==> config.mk <==
export PLATFORM = sky130hd
export DESIGN_NAME = fxa_div_cell
export DESIGN_NICKNAME = d
export VERILOG_FILES = /design/src/design/fxa_pkg.sv /design/src/design/fxa_div_cell.sv
export SDC_FILE = /design/constraint.sdc
export NUM_CORES = 1
export LEC_CHECK = 0
export BUFFER_PORTS_ARGS = -buffer_cell sky130_fd_sc_hd__buf_4
export CORE_MARGIN = 1
export CORE_UTILIZATION = 40
export DETAILED_ROUTE_END_ITERATION = 10
export PLACE_DENSITY = 0.71
export SYNTH_ARGS = -nofsm -noshare
export SYNTH_HDL_FRONTEND = slang
export SYNTH_SLANG_ARGS = --single-unit
==> constraint.sdc <==
create_clock -name clk -period 3.6 [get_ports clk]
set_input_delay 0.36 -clock clk [delete_from_list [all_inputs] [get_ports clk]]
set_output_delay 0.36 -clock clk [all_outputs]
set_load 0.05 [all_outputs]
==> src/design/fxa_pkg.sv <==
// Shared types and operation codes for the fixed-point ALU.
// No dependencies.
package fxa_pkg;
  localparam logic [3:0] OP_ADD = 4'd0;
  localparam logic [3:0] OP_SUB = 4'd1;
  localparam logic [3:0] OP_MUL = 4'd2;
  localparam logic [3:0] OP_DIV = 4'd3;
  localparam logic [3:0] OP_GT = 4'd4;
  localparam logic [3:0] OP_LT = 4'd5;
  localparam logic [3:0] OP_GE = 4'd6;
  localparam logic [3:0] OP_LE = 4'd7;
  localparam logic [3:0] OP_EQ = 4'd8;
  localparam logic [3:0] OP_NE = 4'd9;
  localparam logic [3:0] OP_INC = 4'd10;
  localparam logic [3:0] OP_DEC = 4'd11;
  localparam logic [3:0] OP_MIN = 4'd12;
  localparam logic [3:0] OP_MAX = 4'd13;
  localparam logic [3:0] OP_TO_INT = 4'd14;
  localparam logic [3:0] OP_FROM_INT = 4'd15;

  localparam logic [1:0] ST_OK = 2'd0;
  localparam logic [1:0] ST_SAT = 2'd1;
  localparam logic [1:0] ST_DIV0 = 2'd2;

  localparam logic signed [31:0] S32_MAX = 32'sh7FFFFFFF;
  localparam logic signed [31:0] S32_MIN = 32'sh80000000;

  typedef struct packed {
    logic        valid;
    logic        is_div;
    logic        neg;
    logic [31:0] res;
    logic        cmp;
    logic [1:0]  status;
  } fxa_ctl_t;
endpackage

==> src/design/fxa_div_cell.sv <==
// One restoring-division cell: produces one quotient bit per transaction.
// Depends on fxa_pkg.
module fxa_div_cell #(
  parameter int QW = 40
) (
  input  logic              clk,
  input  logic              rst_n,
  input  logic              en,
  input  fxa_pkg::fxa_ctl_t ctl_i,
  input  logic [31:0]       rem_i,
  input  logic [QW-1:0]     nq_i,
  input  logic [31:0]       den_i,
  output fxa_pkg::fxa_ctl_t ctl_o,
  output logic [31:0]       rem_o,
  output logic [QW-1:0]     nq_o,
  output logic [31:0]       den_o
);
  import fxa_pkg::*;

  fxa_ctl_t      ctl_r;
  logic [31:0]   rem_r, den_r;
  logic [QW-1:0] nq_r;
  logic [32:0]   t, d;
  logic          ge;

  always_comb begin
    t  = {rem_i, nq_i[QW-1]};
    ge = t >= {1'b0, den_i};
    d  = t - {1'b0, den_i};
  end

  always_ff @(posedge clk) begin
    if (!rst_n) begin
      ctl_r.valid <= 1'b0;
    end else if (en) begin
      ctl_r.valid <= ctl_i.valid;
    end
    if (en) begin
      ctl_r.is_div <= ctl_i.is_div;
      ctl_r.neg    <= ctl_i.neg;
      ctl_r.res    <= ctl_i.res;
      ctl_r.cmp    <= ctl_i.cmp;
      ctl_r.status <= ctl_i.status;
      rem_r <= ge ? d[31:0] : t[31:0];
      nq_r  <= {nq_i[QW-2:0], ge};
      den_r <= den_i;
    end
  end

  assign ctl_o = ctl_r;
  assign rem_o = rem_r;
  assign nq_o  = nq_r;
  assign den_o = den_r;
endmodule

Word-level counts from Yosys, hierarchy flattened
Index checks and enable logic that the tools add are counted.
{"block": "op_classes", "bitwise_logic": 0, "n_shift": 0, "mul": 0, "n_lt_le_gt_ge": 1, "n_mux": 1, "eq_ne": 0, "add_sub_neg": 1, "n_div": 0, "reduce_logical": 0}
{"operator": ">= comparator 33 x 32 -> 1 bit", "n": 1}
{"operator": "2-to-1 mux 32 bit", "n": 1}
{"operator": "subtractor 32 bit", "n": 1}
{"block": "word_totals", "mem_bits_rw": 0, "latch_bits": 0, "rom_bits": 0, "mem_count": 0, "ff_bits": 142, "out_inout_bits": 142, "wordCells": 12}

Depth between registers and ports, before layout
{"block": "logic_depth", "ltp_word": 2, "mapped_depth": 13, "ltp_nobuf": 12}

Worst setup path before layout
No wires, ideal clock.
{"block": "synth_timing", "path_type": "input -> register", "from": "input port den_i[7]", "to": "register rem_r[13], in the netlist rem_o[13] (data pin)", "setup_slack_ps": 469, "t_required_ps": 3338, "path_buffers": 2, "arrival_ps": 2869, "stages": 12, "cell_sequence": "inv_1 ha_1 buf_2 nand4_1 or4_1 a21oi_1 nor3_1 a211oi_2 o21ai_2 o31ai_4 buf_4 mux2_1"}
{"block": "synth_via", "elab_chain_cells": 2, "word_cells_on_any_way": 3, "classes_between": "add/sub (1); order compare (1); mux (1)"}
{"element": "start, declared", "line": "fxa_div_cell.sv:12", "source": "input logic [31:0] den_i,"}
{"element": "subtractor 32 bit or >= comparator 33 x 32 -> 1 bit (tied branches)", "line": "fxa_div_cell.sv:29, fxa_div_cell.sv:28"}
{"element": "2-to-1 mux 32 bit *", "line": "fxa_div_cell.sv:44", "source": "rem_r <= ge ? d[31:0] : t[31:0];"}
{"element": "end signal, assigned", "line": "fxa_div_cell.sv:44"}
{"element": "end, declared", "line": "fxa_div_cell.sv:21", "source": "logic [31:0] rem_r, den_r;"}
Every way passes the cells marked *; elsewhere a longest branch is shown, timed or not.
A chain may end at the register's enable or synchronous reset.

Worst setup path in the final report
{"block": "layout_timing", "from": "input port nq_i[39]", "to": "register rem_r[30], in the netlist rem_o[30] (data pin)"}
{"block": "layout_via", "elab_chain_cells": 2, "word_cells_on_any_way": 3, "classes_between": "add/sub (1); order compare (1); mux (1)"}
{"element": "start, declared", "line": "fxa_div_cell.sv:11", "source": "input logic [QW-1:0] nq_i,"}
{"element": "subtractor 32 bit or >= comparator 33 x 32 -> 1 bit (tied branches)", "line": "fxa_div_cell.sv:29, fxa_div_cell.sv:28"}
{"element": "2-to-1 mux 32 bit *", "line": "fxa_div_cell.sv:44"}
Marks and branches as above.

==> metrics.yaml <==
layout:
  drive_gt1_share_pct: 42.5
  final_util_pct: 60.3
  antenna_cells: 0
  area_growth_syn_to_layout_pct: 47.2
  multiInputGateArea_mm2: 0.00199
  nFillCells: 1290
  regArea_mm2: 0.00425
  nNetsFinal: 969
placed_design:
  dp_hpwl_mm: 13.6
  numPortBuffers: 286
  dp_slack_ps: 149
  place.gp.congestion: 0.821
die:
  fp.dieH_um: 129
  core_area_mm2: 0.0158
  io_pins: 287
  die_x_um: 129
  die-area_mm2: 0.0167
  start_util_pct: 40.9
  fp-row-count: 46
clocking:
  htree_levels: 4
  clk_pin_slew_worst_paths_ps: 60
  cts_sinks: 142
  cts_resized: 0
  clock_latency_ps: 420
  cts_buffers: 17
  post_cts_buffers: 0
  holdBufCountCts: 0
  clockRootBuffer: "clkbuf_16"
  cts_buffer_depth: 2
  cts_tree: "done"
sta:
  setup-violations-final: 0
  slew_viol_final: 0
  period_share_pct: 84.0
  worst_pin_slew_ps: 895
  hold_viol: 0
  rsz0062_at_grt: "false"
  relSlewSlack_pct: 40.4
  setup_tns_ps: 0
  worst_slack_ps: 574
  fmaxAchievable_mhz: 330
  fin_crit_ps: 3030
  skew_ps: 0
global_routing:
  antenna_found_initial: 0
  grt.overflow.total: 0
  grt_pass1_wl_mm: 25.6
  grt_max_degree: 97
  grt.total_usage_pct: 20.4
  first_global_vias: 4885
synthesis:
  synth-edff-count: 141
  syn_area_mm2: 0.00648
  synth-seq-cells: 142
  synth.top_cells.by_area: "edfxtp_1, ha_1, a21oi_1"
  ys.flop_type: "edfxtp_1"
  yosysUniqueCellTypes: 49
  synth_area_per_cell_um2: 13.3
  synth_top_area_share_pct: 65.3
  ys_seq_area_share_pct: 65.6
  netlist.top_cell.by_area: "edfxtp_1"
  synth_fp_nets: 667
  syn-instance-count: 489
  synthArstFlopShare_pct: 0
  yosysWarningCount: 0
min_path:
  hold_class: "in2reg"
detailed_routing:
  via_per_inst: 4.95
  route.met3.wl_mm: 1.46
  dr.pass1.iters: 4
  route.met2.wl_mm: 9.11
  dr.first_iter.drc_count: 280
  drt-met1-wl_mm: 6.57
  num_vias: 5052
  drc: 0
  wl_per_cell_um: 17.1
  postRouteAntennaNets: 0
  wl_mm: 17.5
  top_layer_used: "met4"
worst_setup_path:
  crit_family: "compound AO/OA/AOI/OAI gates"
  crit_buf_inv: 2
  crit_path_start_kind: "input port"
  cpPeakStageDelay_ps: 400
  crit_chain: "buf_4 -> inv_1 -> ha_1 -> fa_1 -> nand2b_1 -> a21oi_1 -> o21ai_0 -> o311a_1 -> a31oi_1 -> a21oi_1 -> o41ai_1 -> xor2_1 -> mux2_1"
  path_class: "in2reg"
  cp_max_fo: 3
  crit_path_end_kind: "flop"
  crit_required_ps: 3770
  worst_ep_arrival_time_ps: 3190
  cpMostUsedCell: "a21oi_1"
  critPathSlowestCell: "fa_1"
power_and_ir_drop:
  powerDensity_mw_per_mm2: 547
  p_leak_nw: 4.16
  ir_drop_v: 0.000292
job:
  maxCapViolCount: 0
outcome:
  status: "finished, final reports clean"
[area by class of cell]
cell class                      instances  share of cell area [%]
Clock inverter                         14                    1.56
Multi-Input combinational cell        291                    20.9
Timing Repair Buffer                  301                    24.1
Inverter                               38                    1.50
Sequential cell                       142                    44.6
Tap cell                              216                    2.83
Clock buffer                           18                    4.50
[cells by family (layout without fill, tap and decap cells)]
group | after synthesis | after routing | share of synthesized area (%)
flip-flops | 142 | 142 | 65.6
AO/OA/AOI/OAI | 119 | 119 | 11.3
AND/OR/NAND/NOR | 100 | 100 | 7.28
buffers and inverters | 56 | 371 | 3.59
adder cells (fa/ha/maj) | 33 | 33 | 6.49
XOR/XNOR | 27 | 27 | 3.65
multiplexers | 12 | 12 | 2.05
[sequential cells by signal, indices dropped and copies added, names as in the netlist]
register and cells:
nq_o 40, den_o 32, ctl_o 38, rem_o 32
[through the flow]
| step | area, um^2 | cells | hold WS (ps) | power [mW] |
|---|---|---|---|---|
| CTS | 9540 | 1020 | 100 | 5.26 |
| detailed placement | 8960 | 988 | 523 | 3.53 |
| global placement | 8960 | 988 | 507 | 3.51 |
| floorplan | 6480 | 489 | 459 | 3.00 |
| global route | 9540 | 1020 | 92.3 | 5.40 |
| finish | 9540 | 1020 | 110 | 5.22 |
[cells in the mapped netlist, drive strengths merged, types with 5 or more instances]
| cell type | instances |
|---|---|
| edfxtp | 141 |
| a21oi | 56 |
| inv | 38 |
| nor2 | 35 |
| ha | 32 |
| nand2 | 26 |
| o21ai | 18 |
| xnor2 | 15 |
| a21o | 12 |
| xor2 | 12 |
| buf | 11 |
| mux2 | 10 |
| nand3 | 8 |
| nand4 | 8 |
| clkbuf | 7 |
| o21a | 6 |
| a31oi | 5 |
[cells in the final DEF, fill, tap and decap left out, types with 4 or more instances in the layout]
cell type and n:
buf_4 297, edfxtp_1 141, a21oi_1 56, inv_1 38
nor2_1 35, ha_1 32, nand2_1 26, clkbuf_16 17
o21ai_0 16, xnor2_1 15, a21o_1 12, xor2_1 12
nand3_1 8, nand4_1 8, inv_6 7, o21a_1 6
mux2_2 6, a31oi_1 5, nor2b_1 4, o211ai_1 4
nor4_1 4, mux2_1 4, clkinvlp_4 4
[power by group]
part	total [mW]	leakage [nW]	internal, mW	switching, mW
clock	1.73	0.270	0.976	0.750
sequential	2.06	1.39	2.01	0.0446
combinational	1.43	2.50	0.491	0.941
total	5.22	4.16	3.48	1.74
[metal layers]
metal  global-route usage (%)  vias up
li1                         -     2417
met1                     22.8     2418
met2                     36.2      194
met3                     6.65       23
met4                     7.68        0
met5                        0        -
[path summary, 6_finish.rpt]
path	start	endpoint	slack [ps]	cells past startpoint
hold reg to reg	ctl_o[37]	ctl_o[37]	540	2
hold / removal	nq_i[6]	nq_o[7]	110	1
setup reg to reg	ctl_o[37]	ctl_o[37]	2990	2
setup / recovery	nq_i[39]	rem_o[30]	570	13
(Power assumes the default switching activity.)
