## src/design/fxa_pkg.sv

```systemverilog
// Shared types and operation codes for the fixed-point ALU.
// No dependencies.
package fxa_pkg;
  localparam logic [3:0] OP_ADD = 4'd0;
  localparam logic [3:0] OP_SUB = 4'd1;
  localparam logic [3:0] OP_MUL = 4'd2;
  localparam logic [3:0] OP_DIV = 4'd3;
  localparam logic [3:0] OP_GT = 4'd4;
  localparam logic [3:0] OP_LT = 4'd5;
  localparam logic [3:0] OP_GE = 4'd6;
  localparam logic [3:0] OP_LE = 4'd7;
  localparam logic [3:0] OP_EQ = 4'd8;
  localparam logic [3:0] OP_NE = 4'd9;
  localparam logic [3:0] OP_INC = 4'd10;
  localparam logic [3:0] OP_DEC = 4'd11;
  localparam logic [3:0] OP_MIN = 4'd12;
  localparam logic [3:0] OP_MAX = 4'd13;
  localparam logic [3:0] OP_TO_INT = 4'd14;
  localparam logic [3:0] OP_FROM_INT = 4'd15;

  localparam logic [1:0] ST_OK = 2'd0;
  localparam logic [1:0] ST_SAT = 2'd1;
  localparam logic [1:0] ST_DIV0 = 2'd2;

  localparam logic signed [31:0] S32_MAX = 32'sh7FFFFFFF;
  localparam logic signed [31:0] S32_MIN = 32'sh80000000;

  typedef struct packed {
    logic        valid;
    logic        is_div;
    logic        neg;
    logic [31:0] res;
    logic        cmp;
    logic [1:0]  status;
  } fxa_ctl_t;
endpackage

```

## src/design/fxa_front.sv

```systemverilog
// Front end: operand register with multiplier, then all non-divide results
// and divider setup. Depends on fxa_pkg.
module fxa_front #(
  parameter int FRAC_BITS = 8,
  parameter int QW = 32 + FRAC_BITS
) (
  input  logic                clk,
  input  logic                rst_n,
  input  logic                en,
  input  logic                in_valid,
  input  logic [3:0]          in_action,
  input  logic signed [31:0]  in_a,
  input  logic signed [31:0]  in_b,
  output fxa_pkg::fxa_ctl_t   ctl_o,
  output logic [QW-1:0]       nq_o,
  output logic [31:0]         den_o
);
  import fxa_pkg::*;

  localparam int WW = 32 + FRAC_BITS;

  logic               va_r;
  logic [3:0]         op_r;
  logic signed [31:0] a_r, b_r;
  logic signed [63:0] prod_r;

  always_ff @(posedge clk) begin
    if (!rst_n) begin
      va_r <= 1'b0;
    end else if (en) begin
      va_r <= in_valid;
    end
    if (en) begin
      op_r   <= in_action;
      a_r    <= in_a;
      b_r    <= in_b;
      prod_r <= 64'(in_a * in_b);
    end
  end

  fxa_ctl_t           ctl_nxt, ctl_r;
  logic [QW-1:0]      nq_nxt, nq_r;
  logic [31:0]        den_nxt, den_r;
  logic signed [32:0] sum, dif;
  logic [63:0]        pm, pq;
  logic signed [WW-1:0] fi;
  logic [31:0]        amag;
  logic               pneg;

  always_comb begin
    ctl_nxt        = '0;
    ctl_nxt.valid  = va_r;
    ctl_nxt.status = ST_OK;
    sum  = 33'(a_r) + 33'(b_r);
    dif  = 33'(a_r) - 33'(b_r);
    pneg = prod_r[63];
    pm   = pneg ? 64'(-prod_r) : 64'(prod_r);
    pq   = (pm + (64'd1 << (FRAC_BITS - 1))) >> FRAC_BITS;
    fi   = WW'(a_r) <<< FRAC_BITS;
    amag = a_r[31] ? 32'(-a_r) : 32'(a_r);
    nq_nxt  = {amag, {FRAC_BITS{1'b0}}};
    den_nxt = b_r[31] ? 32'(-b_r) : 32'(b_r);
    case (op_r)
      OP_ADD: begin
        if (sum > 33'(S32_MAX)) begin
          ctl_nxt.res = S32_MAX; ctl_nxt.status = ST_SAT;
        end else if (sum < 33'(S32_MIN)) begin
          ctl_nxt.res = S32_MIN; ctl_nxt.status = ST_SAT;
        end else ctl_nxt.res = sum[31:0];
      end
      OP_SUB: begin
        if (dif > 33'(S32_MAX)) begin
          ctl_nxt.res = S32_MAX; ctl_nxt.status = ST_SAT;
        end else if (dif < 33'(S32_MIN)) begin
          ctl_nxt.res = S32_MIN; ctl_nxt.status = ST_SAT;
        end else ctl_nxt.res = dif[31:0];
      end
      OP_MUL: begin
        if (!pneg && pq > 64'h7FFFFFFF) begin
          ctl_nxt.res = S32_MAX; ctl_nxt.status = ST_SAT;
        end else if (pneg && pq > 64'h80000000) begin
          ctl_nxt.res = S32_MIN; ctl_nxt.status = ST_SAT;
        end else ctl_nxt.res = pneg ? 32'(-pq) : pq[31:0];
      end
      OP_DIV: begin
        if (b_r == 32'sd0) begin
          ctl_nxt.status = ST_DIV0;
          ctl_nxt.res = (a_r > 0) ? S32_MAX : ((a_r < 0) ? S32_MIN : 32'd0);
        end else begin
          ctl_nxt.is_div = 1'b1;
          ctl_nxt.neg    = a_r[31] ^ b_r[31];
        end
      end
      OP_GT: ctl_nxt.cmp = a_r > b_r;
      OP_LT: ctl_nxt.cmp = a_r < b_r;
      OP_GE: ctl_nxt.cmp = a_r >= b_r;
      OP_LE: ctl_nxt.cmp = a_r <= b_r;
      OP_EQ: ctl_nxt.cmp = a_r == b_r;
      OP_NE: ctl_nxt.cmp = a_r != b_r;
      OP_INC: ctl_nxt.res = a_r + 32'sd1;
      OP_DEC: ctl_nxt.res = a_r - 32'sd1;
      OP_MIN: ctl_nxt.res = (a_r < b_r) ? a_r : b_r;
      OP_MAX: ctl_nxt.res = (a_r > b_r) ? a_r : b_r;
      OP_TO_INT: ctl_nxt.res = 32'(a_r >>> FRAC_BITS);
      OP_FROM_INT: begin
        if (fi > WW'(S32_MAX)) begin
          ctl_nxt.res = S32_MAX; ctl_nxt.status = ST_SAT;
        end else if (fi < WW'(S32_MIN)) begin
          ctl_nxt.res = S32_MIN; ctl_nxt.status = ST_SAT;
        end else ctl_nxt.res = fi[31:0];
      end
      default: ctl_nxt.res = '0;
    endcase
  end

  always_ff @(posedge clk) begin
    if (!rst_n) begin
      ctl_r.valid <= 1'b0;
    end else if (en) begin
      ctl_r.valid <= ctl_nxt.valid;
    end
    if (en) begin
      ctl_r.is_div <= ctl_nxt.is_div;
      ctl_r.neg    <= ctl_nxt.neg;
      ctl_r.res    <= ctl_nxt.res;
      ctl_r.cmp    <= ctl_nxt.cmp;
      ctl_r.status <= ctl_nxt.status;
      nq_r  <= nq_nxt;
      den_r <= den_nxt;
    end
  end

  assign ctl_o = ctl_r;
  assign nq_o  = nq_r;
  assign den_o = den_r;
endmodule

```

## config.mk

```make
export PLATFORM = sky130hd
export DESIGN_NAME = fxa_front
export DESIGN_NICKNAME = d
export VERILOG_FILES = /design/src/design/fxa_pkg.sv /design/src/design/fxa_front.sv
export SDC_FILE = /design/constraint.sdc
export NUM_CORES = 2
export LEC_CHECK = 0
export BUFFER_PORTS_ARGS = -buffer_cell sky130_fd_sc_hd__buf_4
export CORE_ASPECT_RATIO = 1.4
export CORE_MARGIN = 2
export CORE_UTILIZATION = 55
export CTS_CLUSTER_SIZE = 8
export DETAILED_ROUTE_END_ITERATION = 6
export PLACE_DENSITY = 0.77
export SLEW_MARGIN = 10
export SYNTH_ARGS = -nofsm -noshare
export SYNTH_HDL_FRONTEND = slang
export SYNTH_SLANG_ARGS = --single-unit
```

## constraint.sdc

```tcl
create_clock -name clk -period 16.1 [get_ports clk]
set_clock_uncertainty 0.2 [all_clocks]
set_input_delay 3.22 -clock clk [delete_from_list [all_inputs] [get_ports clk]]
set_output_delay 3.22 -clock clk [all_outputs]
set_load 0.02 [all_outputs]
```

* Word level (Yosys, flattened, before mapping)
Index checks and enable logic that the tools add are counted.
** Word-level totals
- Memories kept :: 0
- Bits in registers :: 235
- Bits of input ports :: 72
- Bits in read-only memories :: 0
- Latch bits :: 0
- Word-level logic and storage cells :: 94
- Memory bits (writable) :: 0
- Output and inout port bits :: 110
** Operators by class
- Divide/modulo/power cells :: 0
- Muxes and demuxes :: 30
- Eq/ne operators :: 17
- $mul :: 1
- Bitwise gates (word level) :: 2
- Add/subtract/negate cells :: 9
- $lt $le $gt $ge :: 14
- Reduce and logical (&&, ||, !) cells :: 6
- Shift-type cells :: 0
** Operator list (count)
- $mux W32 :: 14
- $pmux W32 S10 :: 1
- $neg A32 Y32 :: 3
- $gt A33 B32 Y1 const B :: 2
- $lt A33 B32 Y1 const B :: 2
- $add A64 B8 Y64 const B :: 1
- $mul A32 B32 Y64 :: 1
- $mux W64 :: 1
- $neg A64 Y64 :: 1
- $mux W31 :: 2
- $gt A56 B31 Y1 const B :: 1
- $gt A56 B32 Y1 const B :: 1
- $gt A40 B32 Y1 const B :: 1
- $lt A40 B32 Y1 const B :: 1
- $add A32 B32 Y33 :: 1
- $sub A32 B32 Y33 :: 1
- $add A32 B2 Y32 const B :: 1
- $eq A32 B32 Y1 :: 1
- $eq A4 B4 Y1 const B :: 8
- $ge A32 B32 Y1 :: 1
- $gt A32 B1 Y1 const B :: 1
- $gt A32 B32 Y1 :: 1
- $le A32 B32 Y1 :: 1
- $logic_not A32 Y1 :: 1
- other kinds (17) :: 30

* Depth between registers and ports, before layout
- Depth after elaboration :: 8
- Mapped depth :: 32
- Mapped depth without buffers :: 31

* Worst setup path before layout
No wires, ideal clock.
- Kind :: input-to-reg
- From :: input port in_a[31]
- To :: register prod_r[62] (data pin)
- Arrival time :: 10675 ps
- Path slack :: 4967 ps
- Cell stages on the path :: 28
- Data required time :: 15642 ps
- Cell sequence :: clkbuf_1 -> nand2_1 -> inv_1 -> fa_1 -> inv_1 -> fa_1 -> inv_1 -> fa_1 -> fa_1 -> inv_1 -> fa_1 -> inv_1 -> fa_1 -> inv_1 -> fa_1 -> inv_1 -> fa_1 -> ha_1 -> clkbuf_1 -> a21o_1 -> a21o_1 -> a21oi_1 -> nor2b_1 -> o21ai_0 -> nand2_1 -> a221o_1 -> a21oi_1 -> xnor2_1
** On the way
- Word-level cells in the longest chain between the ends :: 1
** RTL lines
- start, declared :: line fxa_front.sv:12 : input logic signed [31:0] in_a,
- $mul A32 B32 Y64 :: line fxa_front.sv:37 : prod_r <= 64'(in_a * in_b);
- end signal, assigned :: line fxa_front.sv:37
- end, declared :: line fxa_front.sv:25 : logic signed [63:0] prod_r;
No other way between the ends.
A chain may end at the register's enable or synchronous reset.

* Final worst setup path
- From :: input port in_b[4]
- To :: register prod_r[60] (data pin)
** On the way
- Word-level cells in the longest chain between the ends :: 1
** RTL lines
- start, declared :: line fxa_front.sv:13 : input logic signed [31:0] in_b,
- $mul A32 B32 Y64 :: line fxa_front.sv:37
No other way between the ends.

==> metrics.txt <==
status=complete, no violations; nets=approximately 7400; Sinks on Clock Net=235; critical path type=in -> reg; max_cap viols=0; grt ovf=0; RSZ-0062 raised after global routing=no; crit path capture type=flip-flop; largest net degree at the start of global routing=73; cts hold-fix bufs=0; post-DP HPWL=approximately 140000 um; CP startpoint=in_b[4]; initial antenna violation count=8; CTS resizes=0; Rows=137; Hold Path Class=reg -> reg; cts bufs inserted=35; initial detailed-routing violation count=3756; full die area=between 100000 and 150000 um^2; WHS=around 0.33 ns; Synth top cells by count=1092 x inv_1, 1085 x fa_1, 648 x nand2_1; root buffer cell=clkbuf_16; area grow syn2layout=5.90%; CP max stage delay=0.60 ns; antenna viol nets, final=0; sequential element share of the synthesized area=about 13%; Final setup viols=0; most common cell in the netlist=inv_1; Period minus WS final=11.72 ns; Tot GR Track Use=36.0%; post-CTS setup buffers=0; Die X=272 um; H-tree levels=2; critical path arrival=11.81 ns; Hold Violations, Final=0; Clock Latency Late Sink=0.57 ns; post-route setup TNS=0 ns; Die Span Y=379 um; Hold Path Origin=va_r$_SDFFE_PN0P_; fraction of registers with async set/reset=0%; crit-path max FO=33; Reg area=7040 um^2; io pins=182; Clock Pin Slew Worst Setup and Hold Paths=roughly 0.040 ns; Worst-Margin Slew=around 1.3 ns; Yosys warning count=0; drt via density=a little over 6; Yosys reg bits=around 240; DP Area=57600 um^2; Worst path slowest cell=a221oi_1; Req. time, crit path=16.20 ns; fin crit share=72.8%; CTS tree=built; total number of vias=roughly 44000; GPL Wtd Cong=about 1.1; core area=~100000 um^2; delay-heaviest family, CP=adder cells; r2r startpoint=prod_r[4]$_DFFE_PP_; fin area=58600 um^2; drt pass-1 iters=7; first-pass GRT wire length=277000 um; Worst Setup Start Kind=primary input; vias in the first global route=roughly 47000; Synth area leader=fa_1; layout cells sized above 1=5.69%; Most common cell on crit path=fa_1; number of synthesized flops with an enable pin=233; Synth cell types=96; Post-synth top flop=edfxtp_1; DR WL/cell=25.1 um; WP buf/inv=7; Post-Syn Area=55400 um^2; Yosys top cell area share=39.2%; Post-Syn Area per Cell=around 9.3 um^2; Synth Instances=5962; final slew viol count=0; top cells by area, synth=fa_1 39%, edfxtp_1 13%, inv_1 7.4%; area of the multi-input gates=43000 um^2; Initial Util=approximately 56%; Post-Route WL=183000 um; Slew HR=13.5%; highest clock rate=85.4 MHz; Layout Utilization=58.8%; Layout fillers=8581; drc violations=0; Bufs on Longest Clock Path=3; Port Buffers=173
[metrics by stage]
stage / std cells / setup WS (ns)
floorplan: 5969 / 4.97
global placement: 7209 / 3.97
detailed placement: 7209 / 3.86
CTS: 7259 / 4.45
global route: 7259 / 4.00
finish: 7270 / 4.38
[layer usage]
layer	GRT usage, %	vias up	share of wire, %
li1	-	18800	-
met1	38.2	22400	32
met2	63.0	2214	51
met3	5.45	814	6.8
met4	30.4	2	10
met5	0	-	0.0077
[cell usage in the layout, fill, tap and decap left out, types with 23 or more instances in the layout]
cell type	synthesis	layout
nor3_1	61	61
clkbuf_16	0	35
and3_1	26	26
o41ai_1	24	23
and2_1	521	521
fa_1	1085	1085
nand3_1	66	66
buf_4	8	238
xor2_1	81	81
or4_1	32	32
a21o_1	64	64
o31ai_1	61	61
or3_1	43	43
edfxtp_1	233	233
xnor2_1	233	233
nand4_1	37	37
o21ai_0	149	149
o21a_1	25	25
o21bai_1	26	26
nor4_1	36	34
a21oi_1	185	185
inv_1	1092	1092
nand2b_1	42	42
nor2_1	186	186
nand2_1	648	648
ha_1	284	284
nor2b_1	33	32
[kinds of logic after synthesis]
family | count (synthesis) | share of synthesized area (%)
adder cells (fa/ha/maj) | 1369 | 45.6
AND/OR/NAND/NOR | 1809 | 16.8
other | 1 | 0.00677
flip-flops | 235 | 12.7
XOR/XNOR | 314 | 4.97
multiplexers | 22 | 0.402
AO/OA/AOI/OAI | 798 | 9.83
buffers and inverters | 1414 | 9.66
[worst reg2reg max path, delay by kind of cell, from the launching register on]
| family | cells | cell delay, ns |
|---|---|---|
| compound gates | 3 | 2.06 |
| xor+xnor | 1 | 0.14 |
| fa+ha+maj | 1 | 0.30 |
| flops | 1 | 0.41 |
| simple gates | 13 | 4.80 |
[final timing paths]
path,end,slack (ns),cells past startpoint
hold reg to reg,ctl_o[37]$_SDFFE_PN0P_,0.33,2
hold / removal,ctl_o[37]$_SDFFE_PN0P_,0.33,2
setup / recovery,prod_r[60]$_DFFE_PP_,4.38,30
setup reg to reg,ctl_o[17]$_DFFE_PP_,7.77,18
[registers in the layout, indices dropped and copies added (netlist names)]
signal,flops
b_r,32
a_r,32
den_o,32
ctl_o,38
op_r,4
va_r,1
prod_r,64
nq_o,32
[layout make-up]
type | count | share of cell area [%]
Tap cell | 1320 | 2.82
Inverter | 1095 | 7.01
Clock inverter | 4 | 0.102
Sequential cell | 235 | 12.0
Antenna cell | 11 | 0.0469
Timing Repair Buffer | 239 | 3.07
Clock buffer | 46 | 1.56
Multi-Input combinational cell | 4320 | 73.4
Power is left out: the tool's default activity adds up to more than one toggle a clock period on the data nets, which glitch-free logic cannot reach.
