==> config.mk <==
export PLATFORM = sky130hd
export DESIGN_NAME = fxa_back
export DESIGN_NICKNAME = d
export VERILOG_FILES = /design/src/design/fxa_pkg.sv /design/src/design/fxa_back.sv
export SDC_FILE = /design/constraint.sdc
export NUM_CORES = 1
export LEC_CHECK = 0
export BUFFER_PORTS_ARGS = -buffer_cell sky130_fd_sc_hd__buf_4
export CAP_MARGIN = 20
export CORE_ASPECT_RATIO = 1.25
export CORE_MARGIN = 4
export CORE_UTILIZATION = 54
export CTS_CLUSTER_DIAMETER = 80
export DETAILED_ROUTE_END_ITERATION = 16
export PLACE_DENSITY_LB_ADDON = 0.15
export SYNTH_ARGS = -nofsm -noshare
export SYNTH_HDL_FRONTEND = slang
export SYNTH_SLANG_ARGS = --single-unit
==> constraint.sdc <==
create_clock -name clk -period 9.9 [get_ports clk]
set_clock_uncertainty 0.05 [all_clocks]
set_input_delay 0.99 -clock clk [delete_from_list [all_inputs] [get_ports clk]]
set_output_delay 0.99 -clock clk [all_outputs]
set_load 0.005 [all_outputs]
==> src/design/fxa_pkg.sv <==
// Shared types and operation codes for the fixed-point ALU.
// No dependencies.
package fxa_pkg;
  localparam logic [3:0] OP_ADD = 4'd0;
  localparam logic [3:0] OP_SUB = 4'd1;
  localparam logic [3:0] OP_MUL = 4'd2;
  localparam logic [3:0] OP_DIV = 4'd3;
  localparam logic [3:0] OP_GT = 4'd4;
  localparam logic [3:0] OP_LT = 4'd5;
  localparam logic [3:0] OP_GE = 4'd6;
  localparam logic [3:0] OP_LE = 4'd7;
  localparam logic [3:0] OP_EQ = 4'd8;
  localparam logic [3:0] OP_NE = 4'd9;
  localparam logic [3:0] OP_INC = 4'd10;
  localparam logic [3:0] OP_DEC = 4'd11;
  localparam logic [3:0] OP_MIN = 4'd12;
  localparam logic [3:0] OP_MAX = 4'd13;
  localparam logic [3:0] OP_TO_INT = 4'd14;
  localparam logic [3:0] OP_FROM_INT = 4'd15;

  localparam logic [1:0] ST_OK = 2'd0;
  localparam logic [1:0] ST_SAT = 2'd1;
  localparam logic [1:0] ST_DIV0 = 2'd2;

  localparam logic signed [31:0] S32_MAX = 32'sh7FFFFFFF;
  localparam logic signed [31:0] S32_MIN = 32'sh80000000;

  typedef struct packed {
    logic        valid;
    logic        is_div;
    logic        neg;
    logic [31:0] res;
    logic        cmp;
    logic [1:0]  status;
  } fxa_ctl_t;
endpackage

==> src/design/fxa_back.sv <==
// Output stage: divide rounding, sign and saturation, result register.
// Depends on fxa_pkg.
module fxa_back #(
  parameter int QW = 40
) (
  input  logic              clk,
  input  logic              rst_n,
  input  logic              en,
  input  fxa_pkg::fxa_ctl_t ctl_i,
  input  logic [31:0]       rem_i,
  input  logic [QW-1:0]     q_i,
  input  logic [31:0]       den_i,
  output logic              valid_o,
  output logic [31:0]       res_o,
  output logic              cmp_o,
  output logic [1:0]        status_o
);
  import fxa_pkg::*;

  logic          valid_r, cmp_r;
  logic [31:0]   res_r, res_nxt;
  logic [1:0]    status_r, status_nxt;
  logic [QW:0]   qr;
  logic          rnd;

  always_comb begin
    rnd = {rem_i, 1'b0} >= {1'b0, den_i};
    qr  = {1'b0, q_i} + (QW+1)'(rnd);
    res_nxt    = ctl_i.res;
    status_nxt = ctl_i.status;
    if (ctl_i.is_div) begin
      if (!ctl_i.neg && qr > (QW+1)'(32'h7FFFFFFF)) begin
        res_nxt = S32_MAX; status_nxt = ST_SAT;
      end else if (ctl_i.neg && qr > (QW+1)'(32'h80000000)) begin
        res_nxt = S32_MIN; status_nxt = ST_SAT;
      end else begin
        res_nxt = ctl_i.neg ? 32'(-qr[31:0]) : qr[31:0];
      end
    end
  end

  always_ff @(posedge clk) begin
    if (!rst_n) begin
      valid_r <= 1'b0;
    end else if (en) begin
      valid_r <= ctl_i.valid;
    end
    if (en) begin
      res_r    <= res_nxt;
      cmp_r    <= ctl_i.cmp;
      status_r <= status_nxt;
    end
  end

  assign valid_o  = valid_r;
  assign res_o    = res_r;
  assign cmp_o    = cmp_r;
  assign status_o = status_r;
endmodule

## Yosys cells after proc, flatten, opt, wreduce, memory -nomap -nowiden

Cells that the tools add are included.

- Output and inout port bits: 36
- Word-level logic and storage cells: 19
- Register bits after elaboration: 36
- Bits of input ports: 145

- $add $sub $neg: 2
- Multiplexer cells: 7
- Magnitude comparators: 3
- Reductions and logical operators: 3

Operators with widths:

| operator | count |
|---|---|
| 32-bit two-way mux | 4 |
| 40-bit by 1-bit adder with 41-bit output | 1 |
| 41-bit by 31-bit > comparator with 1-bit output, second input constant | 1 |
| 41-bit by 32-bit > comparator with 1-bit output, second input constant | 1 |
| 33-bit by 32-bit >= comparator with 1-bit output | 1 |
| 32-bit negator | 1 |
| 2-bit two-way mux | 3 |
| 1-bit logical AND | 2 |
| 1-bit zero test | 1 |

## Logic depth before layout (Yosys ltp)

Gate-level depths: netlist of run 1.

- Depth in word-level cells: 7
- Mapped depth: 25
- Gate-level depth less buffers: 22

## Worst setup path before layout of run 1

OpenSTA, ideal clock, no wires.

- Kind: input to register
- Start: in den_i[1]
- End: reg status_r[0], in the netlist status_o[0], data pin
- Required time: 9.584 ns
- Cell stages on the path: 24
- Path buffers: 2
- Setup slack: 3.821 ns
- Library setup time: 0.266 ns
- Arrival time: 5.763 ns
- Cell sequence: inv_1 > ha_1 > nor2b_1 > o21a_1 > o21a_1 > o21a_1 > o21a_1 > o21ai_0 > a21oi_1 > o2111ai_1 > nand4_1 > ha_1 > ha_1 > buf_2 > and3_1 > clkbuf_1 > nor4_2 > o311ai_1 > or4_4 > a211o_1 > o41a_1 > o21ai_4 > nor2_1 > or3b_1

- Longest elaborated chain between the ends: 7
- Elaborated cells on any way between the ends: 9
- Those cells by class: add/sub: 1; order compare: 3; mux: 3; reduce/logical: 2

RTL lines:

| item | RTL line | source |
|---|---|---|
| start, declared | fxa_back.sv:12 | `input logic [31:0] den_i,` |
| 33-bit by 32-bit >= comparator with 1-bit output * | fxa_back.sv:27 | `rnd = {rem_i, 1'b0} >= {1'b0, den_i};` |
| 40-bit by 1-bit adder with 41-bit output * | fxa_back.sv:28 | `qr = {1'b0, q_i} + (QW+1)'(rnd);` |
| 41-bit by 32-bit > comparator with 1-bit output | fxa_back.sv:34 | `end else if (ctl_i.neg && qr > (QW+1)'(32'h80000000)) begin` |
| 1-bit logical AND | fxa_back.sv:34 |  |
| 2-bit two-way mux | fxa_back.sv:34 |  |
| 2-bit two-way mux * | fxa_back.sv:32 | `if (!ctl_i.neg && qr > (QW+1)'(32'h7FFFFFFF)) begin` |
| 2-bit two-way mux * | fxa_back.sv:31 | `if (ctl_i.is_div) begin` |
| via status_nxt[0] | fxa_back.sv:22 | `logic [1:0] status_r, status_nxt;` |
| end signal, assigned | fxa_back.sv:51 | `status_r <= status_nxt;` |
| end, declared | fxa_back.sv:22 |  |

The timed path passes the listed nets; every way through them passes the cells marked *.
A chain may end at the register's enable or synchronous reset.

## Worst setup path after layout of run 1

- Start: in rem_i[0]
- End: reg status_r[0], in the netlist status_o[0], data pin

- Longest elaborated chain between the ends: 7
- Elaborated cells on any way between the ends: 9
- Those cells by class: add/sub: 1; order compare: 3; mux: 3; reduce/logical: 2

RTL lines:

| item | RTL line | source |
|---|---|---|
| start, declared | fxa_back.sv:10 | `input logic [31:0] rem_i,` |
| 33-bit by 32-bit >= comparator with 1-bit output * | fxa_back.sv:27 |  |
| 40-bit by 1-bit adder with 41-bit output * | fxa_back.sv:28 |  |
| 41-bit by 32-bit > comparator with 1-bit output | fxa_back.sv:34 |  |
| 1-bit logical AND | fxa_back.sv:34 |  |
| 2-bit two-way mux | fxa_back.sv:34 |  |
| 2-bit two-way mux * | fxa_back.sv:32 |  |
| 2-bit two-way mux * | fxa_back.sv:31 |  |
| via status_nxt[0] | fxa_back.sv:22 |  |

Marked as above.

==> metrics.txt, run 1 <==
outcome completed; Crit Path Category in -> reg; Layout Nets 910; Core Util, Final 0.725; vias per inst 5.91; CTS root buffer clkbuf_8; Worst path most repeated cell o21a_1; count of cell types in the netlist 73; largest area contributor in the netlist edfxtp_1; ys async rst share 0; Peak VDD IR 52.3 uV; final wirelength 13.4 mm; I/O pin cnt 181; average size of a mapped cell a little under 8 um^2; CTS tree done; delay-heaviest family, CP compound AO/OA/AOI/OAI gates; R2R setup slack slightly above 9 ns; worst path arrival time 6.63 ns; CP Launch Type primary input; ant diodes 0; Yosys top cell area share 0.232; Final Cycle Share 0.672; die area between 0.009 and 0.01 mm^2; Post-DP Area just under 0.006 mm^2; Initial Utilization 0.552; Final Max Slew Viols 0; Power Total 0.482 mW; Max Cap Viol 0; fin crit period ~6.7 ns; CP Max Fanout 27; hold worst-path end valid_o$_SDFFE_PN0P_; Setup crit end kind flip-flop; TritonCTS Sinks 36; # hold bufs at CTS 0; die height 110 um; worst-margin pin slew 0.750 ns; drt first pass iters 5; Setup violations, final 0; via count a little under 5000; WL per Instance 16.2 um; global-route wire length before repair around 21 mm; largest net degree at the start of global routing 38; clk slew on worst S/H paths 0.06 ns; Die Width 89.9 um; top_reg_cell synth edfxtp_1; max_slew headroom 0.494; worst hold path startpoint valid_o$_SDFFE_PN0P_; Post-DRT Antenna Nets 0; gr ovfl total 0; CP required 9.88 ns; post_cts resized 0; leakage power ~2.6 nW; # DRC 0; number of global-route vias before repair 4523; GRT Resource Usage Total 0.259; GPL Wtd Cong a little under 0.9; Seq/Total Area, Yosys 0.237; PortBufs 180; Critical Path Slowest Stage Cell or4_4; Worst Hold Class reg -> reg; Seq cells post-synth 36; WP depth 22; worst skew pair latency 0.28 ns; CP Buf/Inv Count 1; critical path, cell by cell buf_4, ha_1, nor2b_1, o21a_1, o21a_1, o21a_1, o21a_1, o21ai_0, a21oi_1, o2111ai_1, nand4_1, ha_1, ha_1, nand4_2, or3_1, xnor2_1, or4_4, a211o_1, o41a_1, o21ai_4, nor2_1, or3b_1; Fmax roughly 150 MHz; maximum clock insertion buffer count 2; CTS buffer count 5; Final TNS setup 0 ns; RR Endpoint valid_o$_SDFFE_PN0P_; Post-DP HPWL 11.3 mm; Core Area approximately 0.0082 mm^2; post-CTS setup buffers 0; share of layout cells above drive strength 1 0.282; commonest non-fill, non-tap cell in the layout buf_4; syn_nets 752; H-tree depth 2; DR iter-0 viols 255; Final Hold Viols 0; mapped cell area 0.00453 mm^2; P&R area growth vs syn 31.3%; cell row count 37; RSZ-0062 raised after global routing no; number of synthesized flops with an enable pin 35; power density cells a little over 80 mW/mm^2; cell types occupying the most area after synthesis edfxtp_1 (23%), ha_1 (9.7%), nand3_1 (8.2%); hold path cells 2; synth warn 0; final instance area a little under 0.006 mm^2; reg2reg path depth 2; CP max stage delay 0.59 ns; Synth Instances 572; most frequent cells in the layout buf_4 (180), nand3_1 (74), nand2_1 (61), inv_1 (44), xnor2_1 (40); R2R Path Start valid_o$_SDFFE_PN0P_; initial antenna violation count 0
[routing by layer]
metal	GRT usage	vias to the layer above	wire length, um
li1	-	2416	-
met3	0.0550	16	1110
met2	0.498	224	6970
met4	0.0635	0	194
met5	0	-	0
met1	0.296	2240	5130
[through the flow]
stage          hold slack, ns  worst slack, ns  cells
2_1_floorplan           0.457             3.82    572
3_3_place_gp            0.455             3.13    819
3_5_place_dp            0.492             2.86    819
4_1_cts                 0.506             3.17    827
5_1_grt                 0.533             2.85    828
6_report                0.486             3.25    828
[area by class of cell]
class                      count  area [um^2]
clock buffer                   7         76.3
clock inverter                 1         3.75
fill                         646         2250
inverter                      45          169
multi-input combinational    461         3140
sequential                    36         1070
tap                           97          121
timing repair buffer         181         1370
[flip-flops by register name, summed over array words and instances (netlist names)]
signal,cells
cmp_o,1
res_o,32
status_o,2
valid_o,1
[power breakdown]
part	internal, mW	leakage [nW]	switching, mW
Clock	0.0489	0.0399	0.0475
Sequential	0.186	0.351	0.00418
Combinational	0.101	2.22	0.0947
Total	0.336	2.61	0.146
[cells in the mapped netlist, drive strengths merged, types with 3 or more instances]
master	count
a211o	4
a21o	4
a21oi	14
a31oi	5
and2	3
and3	8
and4	4
buf	20
clkbuf	10
edfxtp	35
ha	35
inv	45
mux2i	3
nand2	62
nand2b	3
nand3	75
nand4	19
nor2	22
nor2b	7
nor3	17
nor4	13
o211ai	3
o21a	6
o21ai	27
o221ai	4
o311ai	3
o31ai	8
o41ai	3
or3	6
or4	6
xnor2	40
xor2	24
[worst min-delay path, stage by stage, from the launching register on]
cell and delay [ns]:
dfxtp_1 0.33, mux2i_1 0.07, nor2b_1 0.09
[cells by family after synthesis]
group,after synthesis,share of synthesized area
flops,36,0.237
compound gates,100,0.157
fa+ha+maj,35,0.0967
simple gates,257,0.303
buf+inv,75,0.0713
mux,5,0.0116
xor+xnor,64,0.124
[worst max path at each step]
stage                   from               endpoint
global placement    rem_i[0]  status_o[0]$_DFFE_PP_
detailed placement  rem_i[0]  status_o[0]$_DFFE_PP_
CTS                 rem_i[0]  status_o[0]$_DFFE_PP_
global route        den_i[1]  status_o[0]$_DFFE_PP_
finish              rem_i[0]  status_o[0]$_DFFE_PP_
floorplan           den_i[1]  status_o[0]$_DFFE_PP_
Power figures use the tool's default switching activity.
==> run 2: changes to the inputs <==
Settings changed: ABC_AREA from default to 1, CORE_UTILIZATION 54 to 53.
Clock period 9.9 ns to 7 ns, I/O delays scaled along.
==> metrics.txt, run 2 <==
I/O pin cnt 181 (unchanged); die area 0.0120 mm^2 (+21%); delay-heaviest family, CP simple AND/OR/NAND/NOR gates; Setup violations, final 0 (unchanged); Final TNS setup 0 ns (unchanged); H-tree depth 2 (unchanged); worst hold slack 0.511 ns (+0.0252 ns); Layout Nets 1298 (+43%); drt first pass iters 5 (unchanged); worst skew pair latency 0.28 ns (about the same); largest net degree at the start of global routing 38 (unchanged); Yosys top cell area share 0.240 (+0.00755); average size of a mapped cell 5.77 um^2 (-27%); number of synthesized flops with an enable pin 35 (unchanged); outcome completed; # hold bufs at CTS 0 (unchanged); Worst path most repeated cell nor2_1; syn_nets 1124 (+49%); share of layout cells above drive strength 1 0.223 (-0.0584); Core Area 0.0101 mm^2 (+23%); placed cells 1240 (+51%); maximum clock insertion buffer count 2 (unchanged); Clk pwr share 0.278 (+0.078); CP Launch Type primary input; Final Cycle Share 0.670; CP Max Fanout 18 (-33%); CTS root buffer clkbuf_16; final wirelength 16.4 mm (+22%); worst path arrival time 4.67 ns (-1.96 ns); ant diodes 0 (unchanged); GRT Resource Usage Total 0.271 (+0.0119); mapped cell area 0.00545 mm^2 (+20%); Final Hold Viols 0 (unchanged); fin cells 1248 (+51%); CTS buffer count 5 (unchanged); CP Buf/Inv Count 3 (+2); vias per inst 5.15 (-13%); DP Worst Slack 2.07 ns (-0.794 ns); RSZ-0062 raised after global routing no; Synth top cells by count nand2_1 (348), nor2_1 (158), inv_1 (115); P&R area growth vs syn 29.0%; leakage power 3.77 nW (+45%); largest area contributor in the netlist nand2_1; gr ovfl total 0 (unchanged); post-CTS setup buffers 0 (unchanged); Fmax roughly 210 MHz; count of cell types in the netlist 39 (-47%); PortBufs 180 (unchanged); worst-margin pin slew 0.484 ns (-0.266 ns); fin crit period 4.69 ns; Crit Path Category in -> reg; # DRC 0 (unchanged); cell types occupying the most area after synthesis nand2_1 (24%), edfxtp_1 (19%), nor2_1 (11%); Post-DP Area 0.00688 mm^2 (+18%); GPL Wtd Cong 0.965 (+10%); Seq/Total Area, Yosys 0.197 (-0.0400); most frequent cells in the layout nand2_1 (348), buf_4 (180), nor2_1 (158), inv_1 (115), nand3_1 (79); Post-DRT Antenna Nets 0 (unchanged); CP max stage delay 0.33 ns (-0.26 ns); final instance area 0.00703 mm^2 (+18%); Setup crit end kind flip-flop; synth warn 0 (unchanged); Peak VDD IR 85.1 uV (+63%); Core Util, Final 0.699 (-0.0266); DR iter-0 viols 390 (+53%); max reg flops 32 (unchanged); commonest non-fill, non-tap cell in the layout nand2_1; Synth Instances 944 (+65%); CTS tree done; TritonCTS Sinks 36 (unchanged); initial antenna violation count 0 (unchanged); top_reg_cell synth edfxtp_1; via count 6425 (+31%); P_sw 0.245 mW (+67%); number of global-route vias before repair 5963 (+32%); cell row count 41 (+11%); Int Pwr 0.540 mW (+61%); Max Cap Viol 0 (unchanged); power density cells 112 mW/mm^2 (+38%); Worst Hold Class reg -> reg; global-route wire length before repair 26.9 mm (+26%); sw frac 0.312 (+0.00845); CP required 6.98 ns (-2.90 ns); Seq cells post-synth 36 (unchanged); Post-DP HPWL 14.2 mm (+25%); die height 121 um (+10%); Final Max Slew Viols 0 (unchanged); max_slew headroom 0.675 (+0.182); Die Width 98.7 um (+9.8%); post_cts resized 0 (unchanged); Reg power frac 0.339 (-0.055); Comb power frac 0.383 (-0.023); WL per Instance 13.1 um (-19%); clk slew on worst S/H paths 0.05 ns (about the same); setup ws final 2.31 ns (-0.937 ns); Initial Utilization 0.542 (-0.0105); R2R setup slack 6.29 ns (-2.96 ns); ys async rst share 0 (unchanged); Critical Path Slowest Stage Cell nor4b_1; most common cell in the netlist nand2_1; Power Total 0.785 mW (+63%)
## run 2: changes by cell type after synthesis, sizes merged, moves of 7 or more
cell	before	now
buf	20	7
xor2	24	12
inv	45	122
nor4	13	1
nand2	62	367
nor2b	7	0
o21ai	27	19
nor3	17	6
nand3	75	84
o31ai	8	1
and3	8	0
xnor2	40	2
nor2	22	189
## run 2: kinds of logic after synthesis
group	share of synthesized area
AND/OR/NAND/NOR	0.551
flip-flops	0.197
buffers and inverters	0.100
AO/OA/AOI/OAI	0.0489
XOR/XNOR	0.0225
adder cells (fa/ha/maj)	0.0804
## run 2: final timing paths
check | from | to | depth (start not counted)
max | rem_i[30] | res_o[16]$_DFFE_PP_ | 26
min | valid_o$_SDFFE_PN0P_ | valid_o$_SDFFE_PN0P_ | 2
max reg2reg | valid_o$_SDFFE_PN0P_ | valid_o$_SDFFE_PN0P_ | 2
min reg2reg | valid_o$_SDFFE_PN0P_ | valid_o$_SDFFE_PN0P_ | 2
## run 2: layout make-up
cell class                 instances  area [um^2]
clock buffer                       8          146
fill                             934         3030
inverter                         124          465
multi-input combinational        771         3830
sequential                        36         1070
tap                              129          161
timing repair buffer             180         1350
## run 2: worst min-delay path, stage by stage (launching register included)
cell and delay, ns:
dfxtp_1 0.31, o21ai_0 0.16, a21oi_1 0.05
## run 2: metal layers
| layer | GRT usage | wire (um) | up-vias |
|---|---|---|---|
| met1 | 0.323 | 6570 | 2779 |
| met2 | 0.484 | 7990 | 269 |
| met3 | 0.0345 | 1240 | 42 |
| met5 | 0 | 0 | - |
| met4 | 0.123 | 610 | 0 |
| li1 | - | - | 3335 |
## run 2: power groups by stage
stage	Combinational, mW	Clock, mW	Sequential [mW]
2_1_floorplan	0.156	0	0.274
3_3_place_gp	0.296	0	0.270
3_5_place_dp	0.299	0	0.271
4_1_cts	0.301	0.221	0.267
5_1_grt	0.337	0.230	0.269
6_report	0.301	0.218	0.266
